`config.mk`:
```
export PLATFORM = sky130hd
export DESIGN_NAME = video_overlay_register_sequencer
export DESIGN_NICKNAME = d
export VERILOG_FILES = /design/src/rtl/core/ovseq_pkg.sv /design/src/rtl/core/ovseq_div.sv /design/src/rtl/core/ovseq_dp.sv /design/src/rtl/core/ovseq_ctrl.sv /design/src/rtl/core/video_overlay_register_sequencer.sv
export SDC_FILE = /design/constraint.sdc
export NUM_CORES = 1
export LEC_CHECK = 0
export BUFFER_PORTS_ARGS = -buffer_cell sky130_fd_sc_hd__buf_2
export CELL_PAD_IN_SITES_DETAIL_PLACEMENT = 0
export CELL_PAD_IN_SITES_GLOBAL_PLACEMENT = 1
export CORE_AREA = 3 3 200 241
export DETAILED_ROUTE_END_ITERATION = 12
export DIE_AREA = 0 0 203 244
export HOLD_SLACK_MARGIN = 0.1
export PLACE_DENSITY_LB_ADDON = 0.1
export SLEW_MARGIN = 25
export SYNTH_ARGS = -nofsm -noshare
export SYNTH_HDL_FRONTEND = slang
export SYNTH_HIERARCHICAL = 1
export SYNTH_SLANG_ARGS = --single-unit
export TNS_END_PERCENT = 5
```
`constraint.sdc`:
```
create_clock -name i_clk -period 5.6 [get_ports i_clk]
set_input_delay 0.84 -clock i_clk [delete_from_list [all_inputs] [get_ports i_clk]]
set_output_delay 0.84 -clock i_clk [all_outputs]
set_load 0.005 [all_outputs]
```
`src/rtl/core/ovseq_pkg.sv`:
```
// ----------------------------------------------------------------------------
// Overlay register sequencer package
// Shared types, register codes and constants of the overlay sequencer.
// ----------------------------------------------------------------------------
package ovseq_pkg;

    localparam int S_TDATA_W = 112;
    localparam int M_TDATA_W = 32;
    localparam int SEL_W     = 3;
    localparam int POS_W     = 11;
    localparam int PITCH_W   = 14;
    localparam int OFFSET_W  = 26;
    localparam int ADDR_LSB  = 4;
    localparam int QUOT_W    = 12;
    localparam int DIV_STEPS = 12;
    localparam int DIV_CNT_W = $clog2(DIV_STEPS + 1);

    localparam logic [31:0] CTRL_FIXED    = 32'h0007_0304;
    localparam logic [31:0] PLANE_ENABLE  = 32'h0000_0004;
    localparam logic [1:0]  FMT_RGB565    = 2'd1;
    localparam logic [1:0]  CTRL_FMT_RGB  = 2'd1;
    localparam logic [1:0]  CTRL_FMT_YUV  = 2'd3;

    typedef enum logic [SEL_W-1:0] {
        SEL_CONTROL      = 3'd0,
        SEL_START        = 3'd1,
        SEL_END          = 3'd2,
        SEL_WIDTHS       = 3'd3,
        SEL_TOP_LEFT     = 3'd4,
        SEL_BOTTOM_RIGHT = 3'd5,
        SEL_SCALE        = 3'd6,
        SEL_INIT_SCALE   = 3'd7
    } t_reg_sel;

    typedef enum logic {
        AXIS_H = 1'b0,
        AXIS_V = 1'b1
    } t_axis;

    typedef struct packed {
        logic     load;
        logic     commit_addr;
        logic     div_start;
        t_axis    div_axis;
        logic     emit;
        t_reg_sel sel;
        logic     last;
    } t_dp_cmd;

    typedef struct packed {
        logic is_hide;
        logic is_skip;
        logic is_same;
        logic div_done;
        logic div_busy;
        logic out_free;
    } t_dp_status;

endpackage

```
`src/rtl/core/ovseq_div.sv`:
```
// ----------------------------------------------------------------------------
// Overlay scale divider
// Restoring divider for (num * 4096) / den with num <= den, one bit per cycle.
// ----------------------------------------------------------------------------
module ovseq_div
    import ovseq_pkg::*;
(
    input  logic              i_clk,
    input  logic              i_rst_n,
    input  logic              i_start,
    input  logic [POS_W-1:0]  i_num,
    input  logic [POS_W-1:0]  i_den,
    output logic              o_busy,
    output logic              o_done,
    output logic [QUOT_W-1:0] o_quot
);

    logic                 r_busy;
    logic                 r_done;
    logic [DIV_CNT_W-1:0] r_cnt;
    logic [POS_W-1:0]     r_rem;
    logic [POS_W-1:0]     r_den;
    logic [QUOT_W-1:0]    r_quot;
    logic [POS_W:0]       w_shift;
    logic [POS_W:0]       w_diff;
    logic                 w_ge;

    // The remainder always stays below the divisor, so the doubled value
    // needs one bit more. A zero divisor only occurs with a zero numerator.
    assign w_shift = {r_rem, 1'b0};
    assign w_diff  = w_shift - {1'b0, r_den};
    assign w_ge    = (r_den != '0) && (w_shift >= {1'b0, r_den});

    always_ff @(posedge i_clk) begin
        if (!i_rst_n) begin
            r_busy <= 1'b0;
            r_done <= 1'b0;
            r_cnt  <= '0;
        end else begin
            r_done <= 1'b0;
            if (i_start) begin
                r_busy <= 1'b1;
                r_cnt  <= DIV_CNT_W'(DIV_STEPS);
            end else if (r_busy) begin
                r_cnt <= r_cnt - 1'b1;
                if (r_cnt == DIV_CNT_W'(1)) begin
                    r_busy <= 1'b0;
                    r_done <= 1'b1;
                end
            end
        end
    end

    always_ff @(posedge i_clk) begin
        if (i_start) begin
            r_rem  <= (i_num == i_den) ? '0 : i_num;
            r_den  <= i_den;
            r_quot <= '0;
        end else if (r_busy) begin
            r_rem  <= w_ge ? w_diff[POS_W-1:0] : w_shift[POS_W-1:0];
            r_quot <= {r_quot[QUOT_W-2:0], w_ge};
        end
    end

    assign o_busy = r_busy;
    assign o_done = r_done;
    assign o_quot = r_quot;

endmodule

```
`src/rtl/core/ovseq_dp.sv`:
```
// ----------------------------------------------------------------------------
// Overlay sequencer datapath
// Request capture, plane state, scale division and the output register.
// ----------------------------------------------------------------------------
module ovseq_dp
    import ovseq_pkg::*;
(
    input  logic                 i_clk,
    input  logic                 i_rst_n,
    input  logic [S_TDATA_W-1:0] i_req_data,
    input  logic                 i_req_hide,
    input  t_dp_cmd              i_cmd,
    output t_dp_status           o_status,
    output logic                 o_out_valid,
    input  logic                 i_out_ready,
    output logic [M_TDATA_W-1:0] o_out_value,
    output logic [SEL_W-1:0]     o_out_sel,
    output logic                 o_out_last
);

    logic                           r_hide;
    logic [OFFSET_W-1:0]            r_offset;
    logic [PITCH_W-1:0]             r_pitch;
    logic [POS_W-1:0]               r_sw;
    logic [POS_W-1:0]               r_sh;
    logic [POS_W-1:0]               r_left;
    logic [POS_W-1:0]               r_top;
    logic [POS_W-1:0]               r_ww;
    logic [POS_W-1:0]               r_wh;
    logic [1:0]                     r_fmt;
    logic [PITCH_W+POS_W-1:0]       r_prod;
    logic [OFFSET_W-ADDR_LSB-1:0]   r_start_addr;
    logic [M_TDATA_W-1:0]           r_shadow;
    t_axis                          r_axis;
    logic [QUOT_W-1:0]              r_hq;
    logic [QUOT_W-1:0]              r_vq;
    logic                           r_hs;
    logic                           r_vs;
    logic                           r_out_valid;
    logic [M_TDATA_W-1:0]           r_out_value;
    t_reg_sel                       r_out_sel;
    logic                           r_out_last;

    logic [POS_W-1:0]    w_src;
    logic [POS_W-1:0]    w_dst;
    logic                w_shrink;
    logic [POS_W-1:0]    w_start_src;
    logic [POS_W-1:0]    w_start_dst;
    logic                w_start_shrink;
    logic                w_div_busy;
    logic                w_div_done;
    logic [QUOT_W-1:0]   w_quot;
    logic [OFFSET_W:0]   w_end_sum;
    logic [POS_W:0]      w_wunits;
    logic [POS_W-1:0]    w_bottom;
    logic [POS_W-1:0]    w_right;
    logic [1:0]          w_fmt_code;
    logic [M_TDATA_W-1:0] w_value;
    logic                w_out_free;

    assign w_src    = (r_axis == AXIS_H) ? r_sw : r_sh;
    assign w_dst    = (r_axis == AXIS_H) ? r_ww : r_wh;
    assign w_shrink = (w_dst < w_src);

    // The axis being started is taken from the command, not from r_axis.
    assign w_start_src    = (i_cmd.div_axis == AXIS_H) ? r_sw : r_sh;
    assign w_start_dst    = (i_cmd.div_axis == AXIS_H) ? r_ww : r_wh;
    assign w_start_shrink = (w_start_dst < w_start_src);

    ovseq_div u_div (
        .i_clk   (i_clk),
        .i_rst_n (i_rst_n),
        .i_start (i_cmd.div_start),
        .i_num   (w_start_shrink ? w_start_dst : w_start_src),
        .i_den   (w_start_shrink ? w_start_src : w_start_dst),
        .o_busy  (w_div_busy),
        .o_done  (w_div_done),
        .o_quot  (w_quot)
    );

    always_ff @(posedge i_clk) begin
        if (i_cmd.load) begin
            r_hide   <= i_req_hide;
            r_offset <= i_req_data[25:0];
            r_pitch  <= i_req_data[39:26];
            r_sw     <= i_req_data[50:40];
            r_sh     <= i_req_data[61:51];
            r_left   <= i_req_data[72:62];
            r_top    <= i_req_data[83:73];
            r_ww     <= i_req_data[94:84];
            r_wh     <= i_req_data[105:95];
            r_fmt    <= i_req_data[107:106];
        end
        r_prod <= r_pitch * r_sh;
        if (w_div_done) begin
            if (r_axis == AXIS_H) begin
                r_hq <= w_quot;
                r_hs <= w_shrink;
            end else begin
                r_vq <= w_quot;
                r_vs <= w_shrink;
            end
        end
        if (i_cmd.emit) begin
            r_out_value <= w_value;
            r_out_sel   <= i_cmd.sel;
            r_out_last  <= i_cmd.last;
        end
    end

    always_ff @(posedge i_clk) begin
        if (!i_rst_n) begin
            r_start_addr <= '0;
            r_shadow     <= '0;
            r_axis       <= AXIS_H;
            r_out_valid  <= 1'b0;
        end else begin
            if (i_cmd.commit_addr) begin
                r_start_addr <= r_offset[OFFSET_W-1:ADDR_LSB];
            end
            if (i_cmd.div_start) begin
                r_axis <= i_cmd.div_axis;
            end
            if (i_cmd.emit && (i_cmd.sel == SEL_CONTROL)) begin
                r_shadow <= w_value;
            end
            if (i_cmd.emit) begin
                r_out_valid <= 1'b1;
            end else if (i_out_ready) begin
                r_out_valid <= 1'b0;
            end
        end
    end

    assign w_end_sum  = {1'b0, r_offset} + (OFFSET_W+1)'(r_prod) - (OFFSET_W+1)'(1);
    assign w_wunits   = {1'b0, r_sw} + (POS_W+1)'(7);
    assign w_bottom   = r_top + r_wh;
    assign w_right    = r_left + r_ww;
    assign w_fmt_code = (r_fmt == FMT_RGB565) ? CTRL_FMT_RGB : CTRL_FMT_YUV;

    always_comb begin
        unique case (i_cmd.sel)
            SEL_CONTROL: begin
                if (r_hide) begin
                    w_value = r_shadow & ~PLANE_ENABLE;
                end else begin
                    w_value = CTRL_FIXED | {30'b0, w_fmt_code};
                end
            end
            SEL_START:        w_value = {6'b0, r_offset[OFFSET_W-1:ADDR_LSB], 4'b0};
            SEL_END:          w_value = {6'b0, w_end_sum[OFFSET_W-1:ADDR_LSB], 4'b0};
            SEL_WIDTHS:       w_value = {3'b0, w_wunits[POS_W:3], 6'b0,
                                         r_pitch[PITCH_W-1:ADDR_LSB], 4'b0};
            SEL_TOP_LEFT:     w_value = {5'b0, r_top, 5'b0, r_left};
            SEL_BOTTOM_RIGHT: w_value = {5'b0, w_bottom, 5'b0, w_right};
            SEL_SCALE:        w_value = {r_vs, 3'b0, r_vq, r_hs, 3'b0, r_hq};
            SEL_INIT_SCALE:   w_value = '0;
            default:          w_value = '0;
        endcase
    end

    assign w_out_free = !r_out_valid || i_out_ready;

    assign o_status.is_hide  = r_hide;
    assign o_status.is_skip  = !r_hide && (r_offset == '0);
    assign o_status.is_same  = (r_offset[OFFSET_W-1:ADDR_LSB] == r_start_addr);
    assign o_status.div_done = w_div_done;
    assign o_status.div_busy = w_div_busy;
    assign o_status.out_free = w_out_free;

    assign o_out_valid = r_out_valid;
    assign o_out_value = r_out_value;
    assign o_out_sel   = r_out_sel;
    assign o_out_last  = r_out_last;

endmodule

```
`src/rtl/core/ovseq_ctrl.sv`:
```
// ----------------------------------------------------------------------------
// Overlay sequencer controller
// Decodes each request and steps the datapath through its register writes.
// ----------------------------------------------------------------------------
module ovseq_ctrl
    import ovseq_pkg::*;
(
    input  logic       i_clk,
    input  logic       i_rst_n,
    input  logic       i_req_valid,
    output logic       o_req_ready,
    input  t_dp_status i_status,
    output t_dp_cmd    o_cmd
);

    typedef enum logic [4:0] {
        S_IDLE  = 5'b00001,
        S_EVAL  = 5'b00010,
        S_DIV_H = 5'b00100,
        S_DIV_V = 5'b01000,
        S_EMIT  = 5'b10000
    } t_state;

    t_state   r_state;
    t_state   n_state;
    t_reg_sel r_sel;
    t_reg_sel n_sel;
    t_reg_sel r_last_sel;
    t_reg_sel n_last_sel;

    function automatic t_reg_sel next_sel(input t_reg_sel sel);
        t_reg_sel nxt;
        unique case (sel)
            SEL_START:        nxt = SEL_END;
            SEL_END:          nxt = SEL_WIDTHS;
            SEL_WIDTHS:       nxt = SEL_TOP_LEFT;
            SEL_TOP_LEFT:     nxt = SEL_BOTTOM_RIGHT;
            SEL_BOTTOM_RIGHT: nxt = SEL_SCALE;
            SEL_SCALE:        nxt = SEL_INIT_SCALE;
            SEL_INIT_SCALE:   nxt = SEL_CONTROL;
            SEL_CONTROL:      nxt = SEL_CONTROL;
            default:          nxt = SEL_CONTROL;
        endcase
        return nxt;
    endfunction

    always_ff @(posedge i_clk) begin
        if (!i_rst_n) begin
            r_state    <= S_IDLE;
            r_sel      <= SEL_CONTROL;
            r_last_sel <= SEL_CONTROL;
        end else begin
            r_state    <= n_state;
            r_sel      <= n_sel;
            r_last_sel <= n_last_sel;
        end
    end

    always_comb begin
        n_state     = r_state;
        n_sel       = r_sel;
        n_last_sel  = r_last_sel;
        o_req_ready = 1'b0;
        o_cmd       = '0;
        o_cmd.sel   = r_sel;
        unique case (r_state)
            S_IDLE: begin
                o_req_ready = 1'b1;
                if (i_req_valid) begin
                    o_cmd.load = 1'b1;
                    n_state    = S_EVAL;
                end
            end
            S_EVAL: begin
                priority if (i_status.is_hide) begin
                    n_sel      = SEL_CONTROL;
                    n_last_sel = SEL_CONTROL;
                    n_state    = S_EMIT;
                end else if (i_status.is_skip) begin
                    n_state = S_IDLE;
                end else begin
                    o_cmd.commit_addr = !i_status.is_same;
                    o_cmd.div_start   = 1'b1;
                    o_cmd.div_axis    = AXIS_H;
                    n_sel      = i_status.is_same ? SEL_TOP_LEFT : SEL_START;
                    n_last_sel = i_status.is_same ? SEL_SCALE : SEL_CONTROL;
                    n_state    = S_DIV_H;
                end
            end
            S_DIV_H: begin
                if (i_status.div_done) begin
                    o_cmd.div_start = 1'b1;
                    o_cmd.div_axis  = AXIS_V;
                    n_state         = S_DIV_V;
                end
            end
            S_DIV_V: begin
                if (i_status.div_done) begin
                    n_state = S_EMIT;
                end
            end
            S_EMIT: begin
                if (i_status.out_free) begin
                    o_cmd.emit = 1'b1;
                    o_cmd.last = (r_sel == r_last_sel);
                    if (r_sel == r_last_sel) begin
                        n_state = S_IDLE;
                    end else begin
                        n_sel = next_sel(r_sel);
                    end
                end
            end
            default: begin
                n_state = S_IDLE;
            end
        endcase
    end

endmodule

```
`src/rtl/core/video_overlay_register_sequencer.sv`:
```
// A hide request gives a single control write. A configure request with a
// zero buffer offset gives none; any other runs two scale divisions on one
// shared divider, then its writes follow at one write per cycle (3 or 8
// writes) while the output is not stalled. Requests are handled one at a time.
// Reset is synchronous, active low, and clears the start address and the
// control shadow to zero.
// ----------------------------------------------------------------------------
// Video overlay register sequencer
// Turns overlay requests into bursts of plane register writes.
// ----------------------------------------------------------------------------
module video_overlay_register_sequencer
    import ovseq_pkg::*;
(
    input  logic                 i_clk,
    input  logic                 i_rst_n,
    input  logic                 s_axis_tvalid,
    output logic                 s_axis_tready,
    // Fields from bit 0: buffer_offset, row_pitch, src_width, src_height,
    // win_left, win_top, win_width, win_height, pixel_format, zero fill.
    input  logic [S_TDATA_W-1:0] s_axis_tdata,
    // Fields from bit 0: command.
    input  logic                 s_axis_tuser,
    output logic                 m_axis_tvalid,
    input  logic                 m_axis_tready,
    // Fields from bit 0: reg_value.
    output logic [M_TDATA_W-1:0] m_axis_tdata,
    // Fields from bit 0: reg_select.
    output logic [SEL_W-1:0]     m_axis_tuser,
    output logic                 m_axis_tlast
);

    t_dp_cmd    w_cmd;
    t_dp_status w_status;

    ovseq_ctrl u_ctrl (
        .i_clk       (i_clk),
        .i_rst_n     (i_rst_n),
        .i_req_valid (s_axis_tvalid),
        .o_req_ready (s_axis_tready),
        .i_status    (w_status),
        .o_cmd       (w_cmd)
    );

    ovseq_dp u_dp (
        .i_clk       (i_clk),
        .i_rst_n     (i_rst_n),
        .i_req_data  (s_axis_tdata),
        .i_req_hide  (s_axis_tuser),
        .i_cmd       (w_cmd),
        .o_status    (w_status),
        .o_out_valid (m_axis_tvalid),
        .i_out_ready (m_axis_tready),
        .o_out_value (m_axis_tdata),
        .o_out_sel   (m_axis_tuser),
        .o_out_last  (m_axis_tlast)
    );

`ifndef SYNTHESIS
    a_ready_not_dividing: assert property (@(posedge i_clk) disable iff (!i_rst_n)
        s_axis_tready |-> !w_status.div_busy)
        else $error("Request accepted while the divider is busy.");

    a_last_kind: assert property (@(posedge i_clk) disable iff (!i_rst_n)
        (m_axis_tvalid && m_axis_tlast) |->
            (m_axis_tuser == SEL_SCALE || m_axis_tuser == SEL_CONTROL))
        else $error("Final write of a request is neither scale nor control.");

    a_emit_when_free: assert property (@(posedge i_clk) disable iff (!i_rst_n)
        (m_axis_tvalid && !m_axis_tready) |=> !$past(w_cmd.emit) || $past(m_axis_tvalid) == 1'b0)
        else $error("Output register overwritten while stalled.");
`endif

endmodule

```
* After elaboration in Yosys (flattened, before gate mapping)
Memories as Yosys holds them, arrays and structs flattened. A register that Yosys moved wholly into a read port is not among the register bits.
Cells that the tools add are included.
W data, S select, Z words.
** Operators by class
- Order comparisons :: 3
- Equality and inequality tests :: 25
- Reductions and logical operators :: 21
- Multiplexer cells :: 50
- Add/sub/neg operators :: 7
- Bitwise logic cells :: 3
- Multiply operators :: 1
** Operator list (number)
- $pmux W32 S8 :: 1
- $mux W11 :: 10
- $mux W3 :: 13
- $mux W32 :: 1
- $mux W5 :: 6
- $add A26 B25 Y26 :: 1
- $logic_not A26 Y1 :: 1
- $sub A26 B1 Y26 const B :: 1
- $mul A14 B11 Y25 :: 1
- $pmux W5 S5 :: 1
- $add A11 B11 Y11 :: 2
- $eq A22 B22 Y1 :: 1
- $lt A11 B11 Y1 :: 2
- $add A11 B3 Y12 const B :: 1
- $eq A3 B3 Y1 const B :: 4
- $ge A12 B11 Y1 :: 1
- $mux W1 :: 12
- $eq A11 B11 Y1 :: 1
- $reduce_bool A11 Y1 :: 1
- $sub A11 B11 Y11 :: 1
- $ne A2 B1 Y1 const B :: 5
- $mux W4 :: 2
- $reduce_and A2 Y1 :: 4
- $eq A3 B2 Y1 const B :: 2
- other kinds (25) :: 35
** Word-level totals
- Memories :: 1
- Word-level logic and storage cells :: 143
- ROM bits :: 24
- Output and inout bits :: 38
- Register bits after elaboration :: 303
- Input port bits :: 117
** Memory list
- (no name shown) :: depth 8, bits a word 3, read ports 1, clocked after memory_dff 1, wr ports 0, line ovseq_ctrl.sv:33 : unique case (sel)

* Longest topological paths before layout
- Depth in word-level cells :: 11
- Depth in mapped cells :: 22
- Gate-level depth less buffers :: 20

* Cells and area by module
Netlist, hierarchy kept.
** Modules (own cells, without submodules)
- ovseq_dp :: area each 17515.5 µm², cells each 1653, seq. area each 6736.5 µm², instances 1
- ovseq_div :: area each 2249.7 µm², cells each 218, seq. area each 1021.0 µm², instances 1
- ovseq_ctrl :: area each 805.8 µm², cells each 91, seq. area each 240.2 µm², instances 1

* Least setup slack after synthesis
OpenSTA, ideal clock, no wires.
- Path type :: reg-to-reg
- Start :: register u_dp.r_sh[2]
- End :: register u_dp.r_prod[24]
- Period minus slack after synthesis :: 5099 ps
- Data arrival time :: 5037 ps
- Data required time :: 5538 ps
- Cell stages (with the launch flop) :: 20
- Path slack :: 501 ps
- Library setup time :: 62 ps
- Buffers on the path :: 1
- Path through :: edfxtp_1 -> clkbuf_1 -> nand2_1 -> fa_1 -> fa_1 -> inv_1 -> fa_1 -> fa_1 -> inv_1 -> fa_1 -> inv_1 -> ha_1 -> a21o_1 -> a21o_1 -> a21oi_1 -> a21o_1 -> o31a_1 -> a21oi_1 -> or4_1 -> nand3_1
** On the way
- Cells in the longest elaborated chain, start to end :: 1
** Ends and longest elaborated chain
- start, declared :: line ovseq_dp.sv:25 : logic [POS_W-1:0] r_sh;
- start signal, assigned :: line ovseq_dp.sv:87 : r_sh <= i_req_data[61:51];
- $mul A14 B11 Y25 :: line ovseq_dp.sv:94 : r_prod <= r_pitch * r_sh;
- end signal, assigned :: line ovseq_dp.sv:94
- end, declared :: line ovseq_dp.sv:31 : logic [PITCH_W+POS_W-1:0] r_prod;
No other way between the ends.
A chain may end at the register's enable or synchronous reset.

* Worst setup path after layout
- Start :: register u_dp.r_sh[5]
- End :: register u_dp.r_prod[23]
The elaborated chain is that of the path after synthesis.

==> impl_metrics.yaml <==
finish:
  multiInputGateArea_mm2: 0.0113
  drive_gt1_frac: 0.147
  antenna_cells: 0
  nNetsFinal: 2525
  syn2layout_area_growth_pct: 14.0
  regArea_mm2: 0.00800
  fillers: 4243
  layoutNonFillerInstCount: 2773
worst_setup_path:
  crit_arrival_ns: 5.77
  crit_required_ns: 6.03
  critPathKind: "reg -> reg"
  cp_max_fo: 8
  crit_path_end_kind: "flip-flop"
  cp-start-kind: "flip-flop"
timing:
  layout_min_cycle_time_ns: 5.34
  fin_crit_sh: 0.953
  fin_tns_setup_ns: 0
  drv_slew: 0
  rsz0062_at_grt: "false"
  setup_viol: 0
  slew_headroom: 0.295
  skew_ns: 0.0165
  tightest_slew_ns: 1.05
  hold_violations: 0
  fmax_mhz: 187
  worst_slack_ns: 0.260
die:
  core_mm2: 0.0459
  rows: 86
  die_area_mm2: 0.0495
  die-width_um: 203
  io_pins: 155
  die_h_um: 244
  initial_utilization: 0.448
synth:
  synth_area_mm2: 0.0206
  syn_inst: 1961
  yosysWarnings: 6
  synth.net_count: 2354
  syn_avg_cell_area_um2: 10.5
global_route:
  grt_pass1_vias: 15200
  grt-ovfl-total: 0
  grt_max_degree: 58
  grt_usage: 0.229
  antenna_found_initial: 1
  grt_pass1_wl_mm: 87.0
clocking:
  htree_levels: 2
  clkSinkCount: 303
  tritoncts: "built"
  clock_path_buffers: 3
  numCtsBuffers: 35
  cts-root-buf: "clkbuf_16"
  clk_latency_ns: 0.56
  clkTransAtPathRegs_ns: 0.07
  hold_buffers: 0
run_status:
  status: "completed"
route:
  vias_per_cell: 5.34
  ant_nets: 0
  drc: 0
  drt_first_pass_iters: 5
  drt_iter0_markers: 861
  wl_per_cell_um: 20.4
  num_vias: 14800
  routed_wl_mm: 56.5
job:
  cap_violations: 0
placement:
  routabilityCongestion: 0.856
  io_buffers: 150
  preCtsSetupSlack_ns: 0.124
  place_hpwl_mm: 43.7
  placedCellCount: 2700
hold_path:
  hp-class: "in -> reg"
through the flow:
stage               instance area, um^2  hold WS, ns   util
floorplan                         20600        0.421      -
global placement                  22200        0.436  0.482
detailed placement                22200        0.436  0.482
CTS                               23300        0.416  0.508
global route                      23400        0.420  0.510
finish                            23400        0.452  0.510
per-layer routing:
metal / global-route usage / share of wire / vias up
li1: - / - / 7085
met1: 0.290 / 0.43 / 7356
met2: 0.407 / 0.51 / 287
met3: 0.0326 / 0.039 / 72
met4: 0.0671 / 0.028 / 0
met5: 0 / 0 / -
timing repair:
action | 4_1_cts | 5_1_grt
buffers inserted | 0 | 11
resized for setup | 0 | 3
setup endpoints to repair | 0 | 7
final timing paths:
kind / startpoint / endpoint / slack (ns) / cells past startpoint
worst min-delay path: s_axis_tdata[29] / u_dp/r_pitch[3] / 0.45 / 1
worst max register to register: u_dp/r_sh[5] / u_dp/r_prod[23] / 0.26 / 18
worst min register to register: u_dp/r_shadow[29] / u_dp/r_shadow[29] / 0.45 / 1
worst max-delay path: u_dp/r_sh[5] / u_dp/r_prod[23] / 0.26 / 18
worst max-delay path, cell delays in order, from the launching register on:
cell and delay (ns):
edfxtp_1 0.54, and2_4 0.22, fa_1 0.54, inv_1 0.06
fa_1 0.54, inv_1 0.05, fa_1 0.49, fa_1 0.52
inv_1 0.05, fa_1 0.48, inv_1 0.04, ha_1 0.33
and3_1 0.20, nand3_1 0.09, a2bb2oi_1 0.25, a22oi_1 0.16
a41oi_1 0.37, a21oi_1 0.14, xor2_1 0.16
final cells by class:
type / instances / area share
Sequential cell: 303 / 0.341
Timing Repair Buffer: 210 / 0.0523
Inverter: 270 / 0.0432
Tap cell: 616 / 0.0329
Clock inverter: 20 / 0.00875
Clock buffer: 42 / 0.0415
Multi-Input combinational cell: 1312 / 0.480
state kept, by name (all words and copies together), names as in the netlist, 11 cells and up, named ones only:
name and cells:
u_dp/o_out_value 32, u_dp/r_hq 12, u_dp/r_left 11, u_dp/r_offset 26
u_dp/r_pitch 14, u_dp/r_prod 25, u_dp/r_sh 11, u_dp/r_shadow 31
u_dp/r_start_addr 22, u_dp/r_sw 11, u_dp/r_top 11, u_dp/r_vq 12
u_dp/r_wh 11, u_dp/r_ww 11, u_dp/u_div/o_quot 12, u_dp/u_div/r_den 11
u_dp/u_div/r_rem 11
placed cells by master, fill, tap and decap left out, drive strengths merged, types with 86 or more instances in the layout:
cell type,instances
buf,210
and2,115
ha,166
inv,273
fa,110
dfxtp,110
mux2i,104
nand2,129
edfxtp,193
a21oi,86
Power is left out: the tool's default activity adds up to more than one toggle a clock period on the data nets, which glitch-free logic cannot reach.
